[src/hw/rtl/sbc_div_step.sv]
`timescale 1ns / 1ps
// ----------------------------------------------------------------------------
// sbc_div_step: one registered stage of the restoring fraction divider
// Produces STEP_BITS quotient bits of num/den per stage, carrying the rest.
// ----------------------------------------------------------------------------
module sbc_div_step #(
   parameter int W         = 18,
   parameter int QW        = 16,
   parameter int STEP_BITS = 4
) (
   input  logic          clock,
   input  logic          enable,
   input  logic [W-1:0]  rem_in,
   input  logic [W-1:0]  den_in,
   input  logic [QW-1:0] quo_in,
   output logic [W-1:0]  rem_out,
   output logic [W-1:0]  den_out,
   output logic [QW-1:0] quo_out
);
   logic [W-1:0]  rem_ff, den_ff;
   logic [QW-1:0] quo_ff;
   logic [W-1:0]  rem_in_v;
   logic [QW-1:0] quo_in_v;

   // iterate shift-compare-subtract; remainder stays below den
   always_comb begin
      logic [W:0] r;
      rem_in_v = rem_in;
      quo_in_v = quo_in;
      for (int i = 0; i < STEP_BITS; i++) begin
         r = {rem_in_v, 1'b0};
         quo_in_v = {quo_in_v[QW-2:0], 1'b0};
         if (r >= {1'b0, den_in}) begin
            r = r - {1'b0, den_in};
            quo_in_v[0] = 1'b1;
         end
         rem_in_v = r[W-1:0];
      end
   end

   // hold when stalled
   always_ff @(posedge clock) begin
      if (enable) begin
         rem_ff <= rem_in_v;
         den_ff <= den_in;
         quo_ff <= quo_in_v;
      end
   end

   assign rem_out = rem_ff;
   assign den_out = den_ff;
   assign quo_out = quo_ff;
endmodule

[config.mk]
export PLATFORM = sky130hd
export DESIGN_NAME = sbc_div_step
export DESIGN_NICKNAME = d
export VERILOG_FILES = /design/src/hw/rtl/sbc_div_step.sv
export SDC_FILE = /design/constraint.sdc
export NUM_CORES = 1
export LEC_CHECK = 0
export BUFFER_PORTS_ARGS = -buffer_cell sky130_fd_sc_hd__buf_4
export CAP_MARGIN = 20
export CORE_MARGIN = 4
export CORE_UTILIZATION = 58
export CTS_BUF_LIST = sky130_fd_sc_hd__clkbuf_4 sky130_fd_sc_hd__clkbuf_8 sky130_fd_sc_hd__clkbuf_16
export DETAILED_ROUTE_END_ITERATION = 8
export GPL_TIMING_DRIVEN = 0
export PLACE_DENSITY = 0.93
export SYNTH_ARGS = -nofsm -noshare
export SYNTH_HDL_FRONTEND = slang
export SYNTH_SLANG_ARGS = --single-unit
[constraint.sdc]
create_clock -name clock -period 16.2 [get_ports clock]
set_input_delay 3.24 -clock clock [delete_from_list [all_inputs] [get_ports clock]]
set_output_delay 3.24 -clock clock [all_outputs]
set_load 0.01 [all_outputs]
* Word level (Yosys, flattened, before mapping)
Cells that the tools add are included.
Operators by class: equality and inequality tests 0, add/subtract/negate cells 4, shifts and indexed selects 0, multipliers 0, reductions and logical operators 0, bitwise logic cells 0, div/mod/pow operators 0, mux-type cells 8, magnitude comparators 4
Operator list (number):
- greater-or-equal comparator 19 x 18 -> 1 bit | 4
- two-way mux 18 bit | 4
- subtractor 18 bit | 4
- two-way mux 1 bit | 4
Word-level totals: output and inout bits 52, memory bits (read-only) 0, bits in latches 0, bits of input ports 54, register bits 52, bits in writable memories 0, memories kept 0, logic and storage cells 20

* Logic depth before layout (Yosys ltp)
Gate-level depths: netlist (run 1).
depth in word-level cells 8, mapped depth 51, mapped depth without buffers 44

* Worst setup path after synthesis (run 1)
Ideal clock, no wire load.
kind input port to flip-flop, start point in den_in[2], end point reg rem_ff[2] (netlist: rem_out[2]) (data pin), arrival time 12.147 ns, library setup time 0.261 ns, path buffers 6, slack 3.792 ns, stages 45, required time 15.939 ns, cell sequence inv_1 -> ha_1 -> o21a_1 -> o31a_1 -> o31ai_1 -> a2111o_1 -> and2_1 -> buf_2 -> inv_2 -> clkbuf_1 -> nor2_1 -> a21oi_1 -> ha_1 -> and3_1 -> and2_1 -> a211o_1 -> a311o_1 -> a211o_1 -> [9 not listed] -> a211o_1 -> a211oi_1 -> and2_1 -> clkbuf_1 -> nor2_2 -> buf_2 -> nor2_1 -> a21oi_1 -> ha_1 -> o41ai_1 -> a31oi_1 -> a311o_1 -> o22a_1 -> a211oi_2 -> nand2_2 -> nand2_2 -> inv_2 -> a221o_1
Between the ends: longest elaborated chain between the ends 8, elaborated cells between the ends (all ways) 12, classes of those cells add/sub (4); order compare (4); mux (4)
RTL lines:
- start, declared | line 14 | input logic [W-1:0] den_in,
- subtractor 18 bit / greater-or-equal comparator 19 x 18 -> 1 bit (equally long branches) | line 34, 33
- two-way mux 18 bit | line 33 | if (r >= {1'b0, den_in}) begin
- subtractor 18 bit / greater-or-equal comparator 19 x 18 -> 1 bit (equally long branches) | line 34, 33
- two-way mux 18 bit | line 33
- greater-or-equal comparator 19 x 18 -> 1 bit / subtractor 18 bit (equally long branches) | line 33, 34
- two-way mux 18 bit | line 33
- subtractor 18 bit / greater-or-equal comparator 19 x 18 -> 1 bit (equally long branches) | line 34, 33
- two-way mux 18 bit (*) | line 33
- via rem_in_v[2] | line 22 | logic [W-1:0] rem_in_v;
- end signal, assigned | line 44 | rem_ff <= rem_in_v;
- end, declared | line 20 | logic [W-1:0] rem_ff, den_ff;
The timed path passes the listed nets; every way through them passes the cells marked *. A chain may end at the register's enable or synchronous reset.

* Final worst setup path (run 1)
start point in den_in[1], end point reg rem_ff[7] (netlist: rem_out[7]) (data pin)
Between the ends: longest elaborated chain between the ends 8, elaborated cells between the ends (all ways) 12, classes of those cells add/sub (4); order compare (4); mux (4)
RTL lines (line):
- subtractor 18 bit / greater-or-equal comparator 19 x 18 -> 1 bit (equally long branches) | 34, 33
- two-way mux 18 bit | 33
- subtractor 18 bit / greater-or-equal comparator 19 x 18 -> 1 bit (equally long branches) | 34, 33
- two-way mux 18 bit | 33
- subtractor 18 bit / greater-or-equal comparator 19 x 18 -> 1 bit (equally long branches) | 34, 33
- two-way mux 18 bit | 33
- subtractor 18 bit / greater-or-equal comparator 19 x 18 -> 1 bit (equally long branches) | 34, 33
- two-way mux 18 bit (*) | 33
- via rem_in_v[7] | 22
Marked as above.

==> results of run 1 <==
cell usage in the layout, fill, tap and decap left out, types with 15 or more instances in the layout:
cell type,n
nor3_1,16
o21a_1,15
a21o_1,25
nand2b_1,15
nand2_1,46
xor2_1,25
ha_1,69
buf_4,101
a21oi_1,69
xnor2_1,29
nand3_1,18
edfxtp_1,52
o21ai_0,41
nor2_1,56
inv_1,36
sequential cells by signal, indices dropped and copies added, names as in the netlist:
signal	count
den_out	18
rem_out	18
quo_out	16
critical path: cells and delay by family:
| family | cells | cell delay, ns |
|---|---|---|
| AOI/OAI and AO/OA | 22 | 5.57 |
| buffers and inverters | 10 | 2.35 |
| adders and majority gates | 4 | 1.45 |
| and+or+nand+nor | 8 | 1.29 |
| muxes | 2 | 0.64 |
logic make-up (layout without fill, tap and decap cells):
kind of cell             Yosys count  in the layout  share of synthesized area, %
AO/OA/AOI/OAI                    225            225                          25.9
flip-flops                        52             52                          26.9
multiplexers                      21             21                          3.96
adder cells (fa/ha/maj)           70             70                          15.2
XOR/XNOR                          54             54                          8.13
buffers and inverters             52            160                          3.85
AND/OR/NAND/NOR                  194            194                          16.1
metrics by stage:
stage / util (%) / total power [W]
6_report: 70.3 / 0.00157
5_1_grt: 70.3 / 0.00168
3_3_place_gp: 68.9 / 0.00138
3_5_place_dp: 68.9 / 0.00143
2_1_floorplan: - / 0.00114
4_1_cts: 70.3 / 0.00154
cell type report:
class / count / area, um^2
clock buffer: 5 / 68.8
buffer: 14 / 81.3
fill: 738 / 2910
multi-input combinational: 564 / 4030
tap: 133 / 166
inverter: 38 / 143
clock inverter: 2 / 60.1
sequential: 52 / 1560
timing repair buffer: 101 / 758
per-layer routing:
layer	wire length, um	part of all wire, %	GRT usage [%]
met5	0	0	0
met4	484	2.9	10.3
met3	1180	7.2	3.76
met2	7930	48	49.9
met1	6850	42	34.2
worst max-delay path by stage:
stage                           endpoint  slack [ns]  cells past startpoint
floorplan           rem_out[2]$_DFFE_PP_        3.79                     45
global route        rem_out[9]$_DFFE_PP_        1.18                     46
finish              rem_out[7]$_DFFE_PP_        1.69                     46
detailed placement  rem_out[2]$_DFFE_PP_        1.73                     46
CTS                 rem_out[7]$_DFFE_PP_        1.99                     46
global placement    rem_out[2]$_DFFE_PP_        2.02                     44
power by group:
part	switching, W	internal (W)	total [W]
Combinational	0.000699	0.000529	0.00123
Clock	0.0000442	0.0000608	0.000105
Sequential	0.00000875	0.000228	0.000237
==> metrics.txt, run 1 <==
status=finished, final reports clean; CTS root buf=clkbuf_8; Crit Path Class=input pin to register; IO Pins=roughly 110; Lkg Pwr=3.14 nW; Critical Path End Type=register; placer congestion estimate=0.964; final setup vio count=0; register area share after synthesis=between 20% and 30%; cts bufs inserted=5; final setup TNS=0 ns; dominant cells by area after synthesis=edfxtp_1 (27%), ha_1 (15%), a21oi_1 (5.9%), xnor2_1 (4.4%), xor2_1 (3.8%); synthesized area per cell=8.70 um^2; period utilization=between 80 and 90%; detailed placement HPWL=13100 um; Min Hold Slack=3.10 ns; synth unique cells=65; GRT Total Usage=about 28%; Slew @ Worst Pin=about 0.76 ns; die area=between 10000 and 15000 um^2; Synth top area share=26.9%; post-layout net count=900; Clock Tree Buf Depth=2; vias in the first global route=between 5k and 6k; RSZ-0062 raised after global routing=no; post-CTS setup buffers=0; Syn Std Cell Area=5810 um^2; total DRC errors in the routed layout=0; Arr. time, crit path=~15 ns; Top cell by count, worst path=ha_1; P per Cell Area=approximately 230 nW/um^2; hold depth=1; Slew Limit Fails=0; Final Hold Fails=0; Worst Setup SP=den_in[1]; global route overflow=0; area delta synth->final=18.1%; DR vias/cell=about 6.3; Tightest Hold Check Type=input pin to register; critical path startpoint category=input pin; Largest stage delay, worst path=between 0.4 and 0.5 ns; syn nets=792; EDFF count, synth=52; initial antenna violation count=0; die height=~110 um; VDD IR max=~110 uV; Slew headroom=about half; design area=roughly 6900 um^2; Starting Density=59.5%; Setup WS pre-CTS=between 1.5 and 2 ns; dominant cell type by area after synthesis=edfxtp_1; core area=9770 um^2; Max Cap Viol=0; Finished Layout Cells=~900; CTS sink count=between 50 and 60; drt wl/cell=about 18 um; final worst slack=roughly 1.7 ns; Post-DP Area=about 6700 um^2; WL final=roughly 16000 um; layout cells sized above 1=17.8%; CTS tree=built; Vias=5719; 1st-pass router iterations=5; H-tree levels=2; Main synth FF type=edfxtp_1; fraction of registers with async set/reset=0%; post-synthesis cell count=between 600 and 700; first-pass GRT wire length=~26000 um; Crit Path Max Fanout=10; CTS Hold Bufs=0; PostCTS Resize Cnt=0; Worst-path clk slew=0.10 ns; Die Wd=108 um; Hold Startpoint=den_in[3]; minimum clock period=between 10 and 15 ns; row count=36; largest net degree at the start of global routing=53; Placed Instances=902; top cells by count, synth=a21oi_1 (69), ha_1 (69), nor2_1 (56); port bufs=~100; Slowest-stage cell, CP=mux2i_1; Max Fclk=roughly 69 MHz; Ys Warns=0; flops & latches, synth=between 50 and 60; Hold Crit Endpoint=den_out[3]$_DFFE_PP_; ANT cells=0; Post-DRT Antenna Nets=0; Initial DRC Count=361; worst path required time=16.26 ns
No activity file was read; power rests on OpenSTA's default activity.
==> run 2, diff against run 1 <==
- ABC_AREA: unset -> 1
- CORE_UTILIZATION: 58 -> 59
- SKIP_LAST_GASP: unset -> 1
==> metrics.txt, run 2 <==
status=finished, final reports clean; Slowest-stage cell, CP=ha_1; layout cells sized above 1=about a fifth; largest net degree at the start of global routing=between 50 and 60; CTS tree=built; RSZ-0062 raised after global routing=no; number of fill cells=about 900; Main synth FF type=edfxtp_1; worst path required time=roughly 16 ns; EDFF count, synth=between 50 and 60; H-tree levels=2; row count=38; Final Hold Fails=0; Hold Startpoint=quo_in[0]; Max Fclk=~87 MHz; synthesized area per cell=7.08 um^2; GRT Total Usage=just over 30%; total DRC errors in the routed layout=0; CTS sink count=between 50 and 60; CTS Hold Bufs=0; syn nets=between 1k and 1.5k; critical path startpoint category=input pin; first-pass GRT wire length=31700 um; minimum clock period=roughly 11 ns; commonest cells after routing, fill and taps aside=nand2_1 (303), inv_1 (124), buf_4 (104); synth unique cells=between 40 and 50; dominant cells by area after synthesis=edfxtp_1 (23%), nand2_1 (17%), ha_1 (13%), inv_1 (6.9%), nand3_1 (5.5%); Max Cap Viol=0; global route overflow=0; IO Pins=106; Hold Crit Endpoint=quo_out[4]$_DFFE_PP_; Slew @ Worst Pin=about 0.66 ns; Initial DRC Count=633; Post-DRT Antenna Nets=0; number of cells on the critical path=58; WP buf/inv=9; area delta synth->final=16.3%; Largest stage delay, worst path=a little under 0.4 ns; hold depth=1; initial antenna violation count=0; Die Wd=~120 um; final worst slack=around 4.7 ns; die height=115 um; Synth top area share=around 23%; top cells by count, synth=nand2_1 (303), inv_1 (124), nand3_1 (74); Tightest Hold Check Type=input pin to register; Starting Density=around three fifths; Top cell by count, worst path=nand2_1; Lkg Pwr=about 4.2 nW; core area=between 10000 and 15000 um^2; post-synthesis cell count=approximately 960; Worst-path clk slew=about 0.07 ns; crit-path leading delay family=simple AND/OR/NAND/NOR gates; vias in the first global route=~6.6k; cts bufs inserted=5; Vias=just under 7k; port bufs=approximately 100; Ys Warns=0; fraction of registers with async set/reset=0%; post-layout net count=1191; register area share after synthesis=a little under a quarter; Crit Path Class=input pin to register; final setup TNS=0 ns; commonest non-fill, non-tap cell in the layout=nand2_1; VDD IR max=~210 uV; Critical Path End Type=register; placer congestion estimate=around 1.0; CTS root buf=clkbuf_16; dominant cell type by area after synthesis=edfxtp_1; die area=about 13000 um^2; Setup WS pre-CTS=between 4 and 5 ns; 1st-pass router iterations=7; Syn Std Cell Area=6790 um^2; WL final=roughly 20000 um; Min Hold Slack=3.11 ns; flops & latches, synth=52; Slew Limit Fails=0; Slew headroom=55.8%; drt wl/cell=about 17 um; most numerous cell in the Yosys netlist=nand2_1; P per Cell Area=just over 200 nW/um^2; post-CTS setup buffers=0; final setup vio count=0; DR vias/cell=5.74; period utilization=70.9%; Clock Tree Buf Depth=2; detailed placement HPWL=16100 um; Crit Path Max Fanout=10; PostCTS Resize Cnt=0; ANT cells=0; Arr. time, crit path=between 10 and 15 ns
[run 2: how the worst max path moves through the flow]
stage	start	to	slack [ns]
global placement	den_in[16]	rem_out[16]$_DFFE_PP_	4.86
floorplan	den_in[0]	rem_out[16]$_DFFE_PP_	6.31
global route	den_in[16]	rem_out[2]$_DFFE_PP_	4.15
detailed placement	den_in[16]	rem_out[2]$_DFFE_PP_	4.61
CTS	den_in[16]	rem_out[3]$_DFFE_PP_	4.91
finish	den_in[1]	rem_out[2]$_DFFE_PP_	4.71
[run 2: metrics by stage]
step	utilization, %	total power (W)	cells	instance area [um^2]
final	71.5	0.00160	1208	7890
after global routing	71.5	0.00173	1208	7890
after CTS	71.5	0.00157	1208	7890
after detailed placement	70.0	0.00143	1200	7720
after global placement	70.0	0.00139	1200	7720
after floorplan	-	0.00115	959	6790
[run 2: final cells by class]
type | count | area [um^2] | area share, %
sequential | 52 | 1560 | 19.8
buffer | 18 | 184 | 2.33
inverter | 137 | 527 | 6.68
timing repair buffer | 101 | 758 | 9.61
clock inverter | 3 | 46.3 | 0.587
clock buffer | 5 | 125 | 1.59
tap | 140 | 175 | 2.22
multi-input combinational | 752 | 4510 | 57.2
[run 2: kinds of logic (layout without fill, tap and decap cells)]
family,Yosys count,count (layout),synth area share [%]
AO/OA/AOI/OAI,110,110,9.88
XOR/XNOR,57,57,7.36
adder cells (fa/ha/maj),70,70,13.0
buffers and inverters,155,264,10.5
flip-flops,52,52,23.0
AND/OR/NAND/NOR,515,515,36.3
[run 2: power breakdown]
| group | total [W] | internal (W) | switching (W) |
|---|---|---|---|
| registers | 0.000234 | 0.000223 | 0.0000103 |
| clock network | 0.000123 | 0.0000735 | 0.0000499 |
| logic | 0.00124 | 0.000475 | 0.000768 |
| total | 0.00160 | 0.000772 | 0.000828 |
[run 2: metal layers]
metal  track usage (%)  vias up  part of all wire (%)
li1                  -     3352                     -
met1              37.3     3099                    41
met2              51.1      407                    45
met3              6.37       71                    10
met4              12.7        0                   4.0
met5                 0        -                     0
